### config.mk
export PLATFORM = sky130hd
export DESIGN_NAME = rsvm_ram
export DESIGN_NICKNAME = d
export VERILOG_FILES = /design/src/sv/rsvm_ram.sv
export SDC_FILE = /design/constraint.sdc
export NUM_CORES = 1
export LEC_CHECK = 0
export BUFFER_PORTS_ARGS = -buffer_cell sky130_fd_sc_hd__buf_2
export CORE_UTILIZATION = 30
export CTS_CLUSTER_SIZE = 16
export DETAILED_ROUTE_END_ITERATION = 10
export PLACE_DENSITY = 0.52
export RECOVER_POWER = 100
export SETUP_SLACK_MARGIN = 0.2
export SLEW_MARGIN = 20
export SYNTH_ARGS = -nofsm -noshare
export SYNTH_HDL_FRONTEND = slang
export SYNTH_SLANG_ARGS = --single-unit
### constraint.sdc
create_clock -name i_clk -period 11.6 [get_ports i_clk]
set_input_delay 3.48 -clock i_clk [delete_from_list [all_inputs] [get_ports i_clk]]
set_output_delay 3.48 -clock i_clk [all_outputs]
set_load 0.05 [all_outputs]
### src/sv/rsvm_ram.sv
// Generic single-write, single-read RAM with a registered read port.
// No dependencies.
`default_nettype none
module rsvm_ram #(
    parameter int WIDTH = 32,
    parameter int DEPTH = 16
) (
    input  wire logic                     i_clk,
    input  wire logic                     i_we,
    input  wire logic [$clog2(DEPTH)-1:0] i_waddr,
    input  wire logic [WIDTH-1:0]         i_wdata,
    input  wire logic [$clog2(DEPTH)-1:0] i_raddr,
    output logic [WIDTH-1:0]              o_rdata
);
    logic [WIDTH-1:0] r_mem [DEPTH];
    logic [WIDTH-1:0] r_rdata;

    always_ff @(posedge i_clk) begin
        if (i_we) begin
            r_mem[i_waddr] <= i_wdata;
        end
        r_rdata <= r_mem[i_raddr];
    end

    assign o_rdata = r_rdata;
endmodule
`default_nettype wire

==> reports/qor.yml <==
powerDensity_mw_per_mm2: 182
grt_pass1_wl_microns: 64600
antenna_found_initial: 4
syn_nets: 880
clock_sinks: 544
layout_min_cycle_time_ns: 7.39
power_frac_comb_pct: 5.4
rsz0062_at_grt: "no"
multi_input_area_sq_mm: 0.00373
io_pins: 74
nets: 990
cts_made_buffers: 55
p_int_w: 0.00332
synth_area_sq_mm: 0.0199
post-synth-top-count-cell: "edfxtp_1"
ys_warn_count: 0
io_buffers: 73
globalplace.congestion: 0.655
cp-start-kind: "input port"
min_path_type: "flip-flop to flip-flop"
endpoint: "o_rdata[18]"
pre_cts_slack_ns: 5.62
power_switching_w: 0.000878
async_flop_share_pct: 0
drt_iter0_markers: 784
crit_fanout: 45
areaGrowthSynthToFinish_pct: 15.9
fin_area_sq_mm: 0.0230
grt_pass1_vias: 9490
violations: "capacitance limit, slew limit"
cp.required_ns: 12.09
drt-pass1-iter-count: 5
grtUsageTotal_pct: 13.3
fill_cells: 5999
post_drt_wl_per_cell_microns: 24.0
place_hpwl_microns: 20200
layout-drive-gt1-share_pct: 23.4
syn-instance-count: 838
grtUsageMet3_pct: 3.02
synth_top_area_cell: "edfxtp_1"
ir_drop_mv: 0.119
synth_common_cells: "edfxtp_1 (512), mux4_2 (128), a22oi_1 (64)"
fin_tns_setup_ns: 0
via_per_inst: 4.86
rr_worst_depth: 3
synth_cell_types: 18
die_x_microns: 259
critPathArrivalTime_ns: 7.87
use_met1_pct: 19.4
postCtsResizedCells: 0
clock.fmax_mhz: 135
pwr-share-seq_pct: 52.8
seqCellArea_sq_mm: 0.0160
die_area_sq_mm: 0.0672
outcome: "finished, violations left"
drc: 0
path_clk_slew_ns: 0.06
finalMaxSlewViolations: 618
pwr-share-clk_pct: 41.8
end_kind: "flip-flop"
ctsLongestPathBuffers: 3
path_class: "input port to flip-flop"
setup_viol: 0
clock_latency_ns: 0.60
cts_htree_levels: 2
synth_edf_count: 512
synth_ff_type: "edfxtp_1"
avgSynthCellArea_sq_um: 23.7
num_vias: 8959
tightest_slew_ns: 3.88
ant_nets: 0
finalClockSkew_ns: 0.0169
reg2reg_to: "o_rdata[26]"
drt_wl_total_microns: 44300
cts_tree: "built"
num_rows: 93
hold_viol_final: 0
leakage_nw: 7.05
grt.met2_usage_pct: 20.2
fin_crit_sh_pct: 63.7
place_area_sq_mm: 0.0214
busiest_layer: "met2"
core_area_sq_mm: 0.0649
antenna_cells: 0
cts-root-buf: "clkbuf_16"
r2r_start: "r_mem[3][26]"
yosysSeqAreaShare_pct: 80.7
synthTopCellsByArea: "edfxtp_1 (77%), mux4_2 (15%), dfxtp_1 (3.2%)"
grt_start_max_net_pins: 85
synth_top_area_share_pct: 77.4
initial_utilization_pct: 30.6
p_sw_share_pct: 20.9
crit_start: "i_raddr[0]"
setup_slack_ns: 4.21
die_h_microns: 259
maxSlewHeadroom_pct: -159
reg2reg_slack_ns: 10.31
cts_hold_buf: 0
cts_setup_buffers: 0
cap_violations: 18
grt-ovfl-total: 0
synth_seq_cells: 544
==> layout make-up <==
class | instances | area share [%]
clock buffer | 84 | 6.89
clock inverter | 14 | 0.892
multi-input combinational | 251 | 16.2
sequential | 544 | 69.6
tap | 855 | 4.65
timing repair buffer | 96 | 1.75
==> sequential cells by signal (all words and copies together), names as in the netlist <==
signal / count
r_mem: 512
o_rdata: 32
==> power by group through the flow <==
stage	sequential (W)	combinational [W]	clock, W
finish	0.00222	0.000229	0.00175
global route	0.00222	0.000247	0.00187
CTS	0.00221	0.000237	0.00180
detailed placement	0.00225	0.000237	0
global placement	0.00225	0.000234	0
floorplan	0.00230	0.000106	0
==> metrics by stage <==
| stage | power, W | util (%) | hold slack (ns) | std cells |
|---|---|---|---|---|
| floorplan | 0.00240 | - | 0.635 | 838 |
| detailed placement | 0.00249 | 32.9 | 0.657 | 1746 |
| global route | 0.00433 | 35.4 | 0.687 | 1844 |
| global placement | 0.00249 | 32.9 | 0.649 | 1746 |
| finish | 0.00420 | 35.4 | 0.666 | 1844 |
| CTS | 0.00425 | 35.7 | 0.669 | 1844 |
==> cells by family after synthesis <==
logic type / after synthesis / synth area share [%]
flops: 544 / 80.7
buf+inv: 43 / 1.12
simple gates: 59 / 1.27
mux: 128 / 14.5
compound gates: 64 / 2.42
==> placed cells by master, fill, tap and decap left out <==
cell       instances
clkinv_2           3
dfxtp_1           32
a22oi_1           64
clkbuf_16         56
nand3_1            1
nand2_1           33
clkinv_1           4
mux4_2           128
nand2b_1           2
clkbuf_8           9
nor3_2             1
clkinv_8           1
nor3_1             3
buf_6              1
buf_2              4
buf_4              5
nand3b_1           2
clkbuf_1         105
bufinv_16          5
nor2_4            13
inv_6              1
nor2b_4            2
and2_2             1
edfxtp_1         512
or3b_2             1
==> how the worst min path moves through the flow <==
stage | slack (ns) | start | cells after the start | end
global route | 0.69 | r_mem[14][29] | 3 | o_rdata[29]
floorplan | 0.63 | r_mem[14][0] | 3 | o_rdata[0]
global placement | 0.65 | r_mem[12][29] | 3 | o_rdata[29]
finish | 0.67 | r_mem[14][29] | 3 | o_rdata[29]
detailed placement | 0.66 | r_mem[14][27] | 3 | o_rdata[27]
CTS | 0.67 | r_mem[14][29] | 3 | o_rdata[29]
==> worst max-delay path, cell delays in order <==
cell and delay, ns:
clkbuf_8 0.44, clkbuf_1 2.76, mux4_2 0.77, a22oi_1 0.25, nand2_1 0.08
==> routing by layer <==
layer | share of wire, % | vias to the layer above
li1 | - | 3793
met1 | 48 | 4870
met2 | 45 | 225
met3 | 5.3 | 63
met4 | 1.7 | 8
met5 | 0.11 | -
Power figures use the tool's default switching activity.
