--- src/sv/rsvm_pkg.sv ---
// Package for the register/stack virtual machine execute block.
// Holds sizes, opcode and status codes, storage types and the sequencer states.
// No dependencies.
`default_nettype none
package rsvm_pkg;

    localparam int REG_COUNT   = 16;
    localparam int REG_AW      = $clog2(REG_COUNT);
    localparam int STACK_DEPTH = 256;
    localparam int STACK_AW    = $clog2(STACK_DEPTH);
    localparam int MEM_DEPTH   = 4096;
    localparam int MEM_AW      = $clog2(MEM_DEPTH);
    localparam int DATA_W      = 32;
    localparam int CFG_W       = 13;
    localparam logic [CFG_W-1:0] CFG_RESET = 13'd4096;

    typedef logic [DATA_W-1:0]   t_word;
    typedef logic [REG_AW-1:0]   t_raddr;
    typedef logic [STACK_AW-1:0] t_saddr;
    typedef logic [STACK_AW:0]   t_sp;
    typedef logic [MEM_AW-1:0]   t_maddr;
    typedef logic [CFG_W-1:0]    t_cfg;

    localparam logic [5:0] OPC_NOP       = 6'd0;
    localparam logic [5:0] OPC_ADD       = 6'd1;
    localparam logic [5:0] OPC_SUB       = 6'd2;
    localparam logic [5:0] OPC_MUL       = 6'd3;
    localparam logic [5:0] OPC_DIV       = 6'd4;
    localparam logic [5:0] OPC_LOAD_IMM  = 6'd18;
    localparam logic [5:0] OPC_LOAD      = 6'd19;
    localparam logic [5:0] OPC_STORE     = 6'd20;
    localparam logic [5:0] OPC_PUSH      = 6'd23;
    localparam logic [5:0] OPC_POP       = 6'd24;
    localparam logic [5:0] OPC_JMP       = 6'd27;
    localparam logic [5:0] OPC_JMP_TRUE  = 6'd28;
    localparam logic [5:0] OPC_JMP_FALSE = 6'd29;
    localparam logic [5:0] OPC_MALLOC    = 6'd54;
    localparam logic [5:0] OPC_FREE      = 6'd55;
    localparam logic [5:0] OPC_PRINT     = 6'd56;
    localparam logic [5:0] OPC_HALT      = 6'd57;

    localparam logic [2:0] ST_OK      = 3'd0;
    localparam logic [2:0] ST_HALT    = 3'd1;
    localparam logic [2:0] ST_STACK   = 3'd2;
    localparam logic [2:0] ST_DIVZ    = 3'd3;
    localparam logic [2:0] ST_UNKNOWN = 3'd4;

    typedef enum logic [3:0] {
        S_CLEAR, S_IDLE, S_RA, S_RB, S_RD, S_EXEC, S_MUL, S_DIV,
        S_AHEAD, S_ACHK, S_AV, S_ANX, S_AFIN, S_FREAD, S_FWR, S_DONE
    } t_state;

endpackage
`default_nettype wire

--- src/sv/rsvm_div.sv ---
// Iterative signed 32-bit divider, one quotient bit per cycle, truncating toward zero.
// Depends on rsvm_pkg.
`default_nettype none
module rsvm_div (
    input  wire logic         i_clk,
    input  wire logic         i_rst_n,
    input  wire logic         i_start,
    input  rsvm_pkg::t_word   i_dividend,
    input  rsvm_pkg::t_word   i_divisor,
    output logic              o_done,
    output rsvm_pkg::t_word   o_quotient
);
    logic            r_busy;
    logic            r_done;
    logic [4:0]      r_cnt;
    rsvm_pkg::t_word r_rem;
    rsvm_pkg::t_word r_quo;
    rsvm_pkg::t_word r_div;
    logic            r_neg;
    logic [32:0]     w_trial;
    logic            w_ge;
    logic [32:0]     w_diff;

    assign w_trial = {r_rem, r_quo[31]};
    assign w_ge    = w_trial >= {1'b0, r_div};
    assign w_diff  = w_trial - {1'b0, r_div};

    always_ff @(posedge i_clk) begin
        if (!i_rst_n) begin
            r_busy <= 1'b0;
            r_done <= 1'b0;
        end else begin
            r_done <= 1'b0;
            if (i_start) begin
                r_busy <= 1'b1;
                r_cnt  <= '0;
                r_rem  <= '0;
                r_quo  <= i_dividend[31] ? (32'd0 - i_dividend) : i_dividend;
                r_div  <= i_divisor[31] ? (32'd0 - i_divisor) : i_divisor;
                r_neg  <= i_dividend[31] ^ i_divisor[31];
            end else if (r_busy) begin
                r_rem <= w_ge ? w_diff[31:0] : w_trial[31:0];
                r_quo <= {r_quo[30:0], w_ge};
                r_cnt <= r_cnt + 5'd1;
                if (r_cnt == '1) begin
                    r_busy <= 1'b0;
                    r_done <= 1'b1;
                end
            end
        end
    end

    assign o_done     = r_done;
    assign o_quotient = r_neg ? (32'd0 - r_quo) : r_quo;
endmodule
`default_nettype wire

--- config.mk ---
export PLATFORM = sky130hd
export DESIGN_NAME = rsvm_div
export DESIGN_NICKNAME = d
export VERILOG_FILES = /design/src/sv/rsvm_pkg.sv /design/src/sv/rsvm_div.sv
export SDC_FILE = /design/constraint.sdc
export NUM_CORES = 1
export LEC_CHECK = 0
export ABC_AREA = 1
export BUFFER_PORTS_ARGS = -buffer_cell sky130_fd_sc_hd__buf_2
export CAP_MARGIN = 5
export CORE_UTILIZATION = 30
export DETAILED_ROUTE_END_ITERATION = 7
export PLACE_DENSITY_LB_ADDON = 0.1
export SYNTH_ARGS = -nofsm -noshare
export SYNTH_HDL_FRONTEND = slang
export SYNTH_SLANG_ARGS = --single-unit
--- constraint.sdc ---
create_clock -name i_clk -period 3.75 [get_ports i_clk]
set_clock_uncertainty 0.15 [all_clocks]
set_input_delay 0.75 -clock i_clk [delete_from_list [all_inputs] [get_ports i_clk]]
set_output_delay 0.75 -clock i_clk [all_outputs]
set_load 0.05 [all_outputs]
==> results.py, run 1 <==
metrics = {
    "run_status": {
        "status": "complete, no violations",
    },
    "power_and_ir_drop": {
        "switching_share": 0.4276,
        "clkPwrFrac": 0.222,
        "p_seq_frac": 0.356,
        "finalPower_mw": 4.296,
        "p_comb_frac": 0.422,
        "vdd_ir_drop_max_uv": 193.4,
        "p_leak_nw": 5.508,
        "p_switching_mw": 1.837,
        "cellPowerDensity_mw_per_mm2": 398.8,
        "internal_power_mw": 2.459,
    },
    "routing": {
        "drcViolationCount": 0,
        "drtPass1Iterations": 5,
        "drt_iter0_drc": 546,
        "post_drt_wl_per_cell_um": 14.95,
        "vias": 9000,
        "vias_per_cell": 4.611,
        "routed_wl_mm": 29.18,
        "ant_nets": 0,
    },
    "sta": {
        "fmax_mhz": 287.0,
        "setup-tns-final_ns": 0,
        "slew_violations": 0,
        "tightest_slew_ns": 0.6454,
        "rsz0062_at_grt": "no",
        "post-route-period-util": 0.9291,
        "min_period_ns": 3.484,
        "hold_viol_final": 0,
        "slew_headroom": 0.5691,
        "setup_violations": 0,
    },
    "clock_tree": {
        "htree_num_levels": 3,
        "cts_sinks": 104,
        "cts_made_buffers": 9,
        "cts_resized": 0,
        "cts-root-buf": "clkbuf_16",
        "clk_path_buf_depth": 2,
        "cts_hold_buffers": 0,
        "clk_latency_ns": 0.37,
        "post-cts-setup-buffers": 0,
        "clk_pin_slew_ns": 0.08,
        "cts_tree": "yes",
    },
    "synth": {
        "synth.avg_cell_area_um2": 6.530,
        "ys_seq_area_frac": 0.3250,
        "async_flop_share": 0,
        "ys_ff_latch": 104,
        "synthesis.nets": 1567,
        "syn-cell-area_mm2": 0.009547,
        "synth_warnings": 0,
        "synth_cells": 1462,
        "synth_edf_count": 102,
        "synthDistinctLibCells": 40,
        "ys.flop_type": "edfxtp_1",
    },
    "place": {
        "gp_congestion": 0.9214,
        "port_buffers": 99,
        "dpl_cell_area_mm2": 0.01048,
        "place_hpwl_mm": 23.84,
    },
    "die": {
        "die_area_mm2": 0.03254,
        "start_util": 0.3089,
        "fp-row-count": 64,
        "core_area_mm2": 0.03091,
        "dieHeight_um": 180.4,
        "die_w_um": 180.4,
        "pin_count": 100,
    },
    "grt": {
        "met2_usage": 0.2860,
        "grt_pass1_wl_mm": 46.47,
        "antenna_found_initial": 0,
        "globalRouteMet1Util": 0.2674,
        "grtUsageMet3": 0.01880,
        "grt-busiest-layer": "met2",
        "overflow": 0,
        "grt_max_degree": 50,
        "grt_pass1_vias": 8676,
        "grt_usage": 0.1834,
    },
    "layout": {
        "num-fill-cells": 3470,
        "multi_input_area_mm2": 0.005219,
        "final_cell_mix": "nand2_1 (449), inv_1 (275), nor2_1 (191), edfxtp_1 (102), buf_2 (99)",
        "postLayoutCoreUtil": 0.3485,
        "seqCellArea_mm2": 0.003103,
        "mostFrequentLayoutCell": "nand2_1",
        "area_growth_syn_to_layout_pct": 12.83,
        "antenna_cells": 0,
        "nNetsFinal": 1656,
        "layout-drive-gt1-share": 0.09833,
        "final_area_mm2": 0.01077,
    },
    "flow_run": {
        "drv_cap": 0,
    },
    "critical_path": {
        "worst_setup_path_start_kind": "register",
        "cp-end-kind": "primary output",
        "path_max_fanout": 4,
        "worst-endpoint-arrival_ns": 2.58,
        "critPathKind": "reg -> out",
        "critPathRequiredTime_ns": 2.85,
    },
    "worst_hold_path": {
        "holdCritPathClass": "reg -> reg",
    },
}
## area by class of cell
type / instances / area share
Sequential cell: 104 / 0.2881
Inverter: 280 / 0.09757
Multi-Input combinational cell: 1046 / 0.4845
Tap cell: 396 / 0.04600
Clock inverter: 7 / 0.005808
Timing Repair Buffer: 110 / 0.05715
Clock buffer: 9 / 0.02091
## metrics by stage
step,worst slack (ns),hold WS (ns),instances
2_1_floorplan,0.6033,0.2877,1462
3_3_place_gp,0.7406,0.3765,1936
3_5_place_dp,0.6739,0.3770,1936
4_1_cts,0.2692,0.3930,1952
5_1_grt,0.07746,0.4233,1952
6_report,0.2658,0.3904,1952
## cell usage after synthesis, types with 2 or more instances
cell / n / area, µm²
nand2_1: 450 / 1689
inv_1: 275 / 1032
nor2_1: 191 / 716.9
edfxtp_1: 102 / 3063
nand3_1: 92 / 460.4
xor2_1: 73 / 639.4
o21ai_0: 68 / 340.3
ha_1: 37 / 462.9
nand4_1: 24 / 150.1
a21oi_1: 19 / 95.09
clkbuf_1: 19 / 71.32
nor3_1: 19 / 95.09
xnor2_1: 16 / 140.1
nand3b_1: 8 / 60.06
buf_6: 7 / 78.83
nand2_2: 7 / 43.79
nor2_2: 7 / 43.79
and2_1: 5 / 31.28
o31ai_1: 5 / 37.54
buf_2: 4 / 20.02
nor4_1: 4 / 25.02
a31oi_1: 3 / 18.77
inv_2: 3 / 11.26
or2_2: 3 / 18.77
clkinv_1: 2 / 7.510
dfxtp_1: 2 / 40.04
nand3_2: 2 / 20.02
o211ai_1: 2 / 15.01
o21ai_1: 2 / 10.01
## path summary, 6_finish.rpt
kind | startpoint | end | slack, ns | depth (start not counted)
max | r_quo[0] | o_quotient[21] | 0.27 | 8
min | r_busy | o_done | 0.39 | 2
max reg2reg | r_rem[22] | r_rem[21] | 0.99 | 12
min reg2reg | r_busy | o_done | 0.39 | 2
## routing by layer
metal  vias to the layer above  wire (µm)
met5                         -          0
met4                         0        461
met3                        24       1068
met2                       189      12410
met1                      4076      15250
li1                       4711          -
## power by group through the flow
| stage | combinational (mW) | clock [mW] | sequential [mW] |
|---|---|---|---|
| final | 1.81 | 0.953 | 1.53 |
| after global routing | 2.04 | 1.02 | 1.55 |
| after CTS | 1.82 | 0.990 | 1.53 |
| after detailed placement | 1.81 | 0 | 1.56 |
| after global placement | 1.82 | 0 | 1.55 |
| after floorplan | 1.33 | 0 | 1.53 |
## worst max-delay path, cell delays in order (launching register included)
cell and delay [ns]:
edfxtp_1 0.42, nor3_1 0.39, nand4_1 0.27, nor2_1 0.21, nand2_1 0.12, o21ai_2 0.22, nand2_1 0.09, xor2_1 0.21
buf_2 0.30
## registers in the layout, summed over array words and instances (netlist names)
name / flops
r_cnt: 5
r_quo: 32
o_done: 1
r_div: 32
r_busy: 1
r_neg: 1
r_rem: 32
## cell families (layout without fill, tap and decap cells)
| family | Yosys count | after routing | synth area share |
|---|---|---|---|
| buffers and inverters | 312 | 406 | 0.1291 |
| AOI/OAI and AO/OA | 102 | 102 | 0.05675 |
| adders and majority gates | 38 | 38 | 0.05059 |
| DFF | 104 | 104 | 0.3250 |
| xor gates and xnor gates | 89 | 89 | 0.08165 |
| and+or+nand+nor | 817 | 817 | 0.3569 |
Power figures use the tool's default switching activity.
==> run 2: changes to the inputs <==
- ABC_AREA: 1 -> default
==> run 2 against run 1 <==
Fmax down 11%. Via count down 28%. Cell count shrank 33%. Sequential share of layout area up 3.7 points. The run now ends with setup timing left. Wire length fell by 33%. Hold slack got worse by 0.012 ns. Critical path type unchanged. Die area down 18%. Power is 12% lower. Synthesized cell count is 42% lower. Worst setup slack got worse by 0.45 ns. Largest cell class unchanged. Clock power down 2.3%.
==> results.py, run 2 <==
metrics = {
    "clock_tree": {
        "clk_latency_ns": 0.36,
        "cts_made_buffers": 9,
        "clk_pin_slew_ns": 0.08,
        "cts-root-buf": "clkbuf_16",
        "clk_path_buf_depth": 2,
        "cts_sinks": 104,
        "cts_tree": "yes",
        "htree_num_levels": 3,
        "cts_hold_buffers": 0,
    },
    "layout": {
        "final_area_mm2": 0.009540,
        "finalNonFillerCells": 1309,
        "reg.largest.list": "r_div: 32 flops, r_quo: 32 flops, r_rem: 32 flops",
        "final_cell_mix": "edfxtp_1 (102), nor2_1 (91), buf_2 (80), xnor2_1 (76), a21oi_1 (69)",
        "antenna_cells": 0,
        "nNetsFinal": 1079,
        "layout-drive-gt1-share": 0.2155,
        "mostFrequentLayoutCell": "edfxtp_1",
        "area_growth_syn_to_layout_pct": 21.59,
    },
    "die": {
        "dieHeight_um": 163.7,
        "die_area_mm2": 0.02680,
        "fp-row-count": 58,
        "core_area_mm2": 0.02540,
        "start_util": 0.3089,
        "die_w_um": 163.7,
        "pin_count": 100,
    },
    "place": {
        "port_buffers": 99,
        "place_hpwl_mm": 15.15,
        "dpl_cell_area_mm2": 0.008994,
        "numPlacedInstances": 1289,
        "gp_congestion": 0.8607,
    },
    "synth": {
        "synth.avg_cell_area_um2": 9.209,
        "synthTopCellsByArea": "edfxtp_1 (39%), xnor2_1 (8.5%), ha_1 (5.9%)",
        "synth_edf_count": 102,
        "async_flop_share": 0,
        "synth_top_area_frac": 0.3904,
        "yosys.area.top_type": "edfxtp_1",
        "syn-cell-area_mm2": 0.007846,
        "synth_warnings": 0,
        "yosys-top-cells-count": "edfxtp_1 (102), nor2_1 (92), xnor2_1 (76), a21oi_1 (69), nand2_1 (65)",
        "synth.most_common_cell": "edfxtp_1",
        "synthesis.nets": 957,
        "ys_ff_latch": 104,
        "ys.flop_type": "edfxtp_1",
        "synthDistinctLibCells": 55,
        "synth_cells": 852,
        "ys_seq_area_frac": 0.3955,
    },
    "critical_path": {
        "r2r_end": "r_rem[26]",
        "rr_startpoint": "r_rem[14]",
        "ff2ff_path_depth": 11,
        "critPathKind": "reg -> out",
        "path_max_fanout": 4,
        "cp-end-kind": "primary output",
        "r2r_slack_ns": 0.33,
        "critPathRequiredTime_ns": 2.85,
        "worst_setup_path_start_kind": "register",
        "worst-endpoint-arrival_ns": 3.03,
    },
    "routing": {
        "vias_per_cell": 4.945,
        "routed_wl_mm": 19.66,
        "vias": 6473,
        "drt_iter0_drc": 401,
        "drcViolationCount": 0,
        "post_drt_wl_per_cell_um": 15.02,
        "drtPass1Iterations": 4,
        "ant_nets": 0,
    },
    "sta": {
        "holdWs_ns": 0.3787,
        "slew_violations": 0,
        "post-route-period-util": 1.048,
        "tightest_slew_ns": 1.132,
        "setup_violations": 12,
        "slew_headroom": 0.2455,
        "hold_viol_final": 0,
        "min_period_ns": 3.930,
        "fmax_mhz": 254.5,
        "fin_ws_ns": -0.1796,
        "rsz0062_at_grt": "yes",
    },
    "worst_hold_path": {
        "min-delay-start": "r_busy",
        "whs_path_depth": 1,
        "holdCritPathClass": "reg -> reg",
        "min_to": "o_done",
    },
    "grt": {
        "grt_usage": 0.1489,
        "grt_pass1_wl_mm": 31.52,
        "antenna_found_initial": 0,
        "grt_max_degree": 59,
        "overflow": 0,
        "grt_pass1_vias": 6075,
    },
    "power_and_ir_drop": {
        "p_leak_nw": 3.776,
        "vdd_ir_drop_max_uv": 162.3,
        "cellPowerDensity_mw_per_mm2": 397.9,
        "finalPower_mw": 3.796,
    },
    "run_status": {
        "violations": "setup timing",
        "status": "finished with violations",
    },
    "flow_run": {
        "drv_cap": 0,
    },
}
[run 2: changes by cell type after synthesis, moves of 21 or more]
cell	before	now
nand2_1	450	65
nor2_1	191	92
o21ai_0	68	47
a21oi_1	19	69
nand3_1	92	12
mux2i_1	0	21
inv_1	275	44
o31ai_1	5	28
xor2_1	73	42
xnor2_1	16	76
[run 2: area by class of cell]
cell class                      instances  area [µm²]
Inverter                               44       165.2
Sequential cell                       104        3103
Clock buffer                           10       239.0
Timing Repair Buffer                  150       958.4
Fill cell                            2602       15860
Clock inverter                          6       50.05
Multi-Input combinational cell        665        4612
Tap cell                              330       412.9
[run 2: per-layer routing]
layer / vias to the layer above / track usage / share of wire / wire length (µm)
met5: - / 0 / 0 / 0
met4: 0 / 0.04756 / 0.016 / 312
met3: 18 / 0.02323 / 0.040 / 788
met2: 142 / 0.2279 / 0.43 / 8386
met1: 2951 / 0.2134 / 0.52 / 10170
li1: 3362 / - / - / -
[run 2: critical path, cell delays in order (launching register included)]
cell and delay [ns]:
edfxtp_1 0.43, nor4_4 0.38, nand2b_4 0.08, or4_4 0.44
or3_4 0.35, or4_4 0.47, o21ai_2 0.16, xnor2_1 0.13
buf_4 0.21
[run 2: worst max-delay path by stage]
| stage | from | to | slack (ns) | cells after the start |
|---|---|---|---|---|
| final | r_quo[6] | o_quotient[26] | -0.18 | 8 |
| after global routing | r_quo[6] | o_quotient[26] | -0.27 | 8 |
| after CTS | r_quo[17] | o_quotient[26] | -0.17 | 7 |
| after detailed placement | i_divisor[9] | r_div[29] | -0.43 | 10 |
| after global placement | i_divisor[9] | r_div[29] | -0.42 | 10 |
| after floorplan | i_divisor[9] | r_div[29] | -0.20 | 9 |
[run 2: report_power, final]
part	internal [mW]	total, mW	switching, mW
registers	1.42	1.49	0.0726
logic	0.547	1.38	0.831
clock network	0.479	0.931	0.452
[run 2: kinds of logic after synthesis]
family / Yosys count / share of synthesized area
compound gates: 209 / 0.1676
xor+xnor: 118 / 0.1317
fa+ha+maj: 38 / 0.06155
buf+inv: 83 / 0.04018
flops: 104 / 0.3955
mux: 21 / 0.02679
simple gates: 279 / 0.1767
[run 2: timing repair]
| action | 4_1_cts | 5_1_grt |
|---|---|---|
| endpoints found under the setup margin | 17 | 47 |
| gates resized for setup | 43 | 16 |
| pin swaps | 3 | 2 |
| buffers inserted | 3 | 1 |
[run 2: metrics by stage]
step | util | worst slack (ns) | setup TNS, ns
after floorplan | - | -0.2033 | -0.5191
after global placement | 0.3541 | -0.4170 | -1.521
after detailed placement | 0.3541 | -0.4261 | -1.615
after CTS | 0.3722 | -0.1726 | -0.9926
after global routing | 0.3756 | -0.2724 | -2.346
final | 0.3756 | -0.1796 | -0.9388
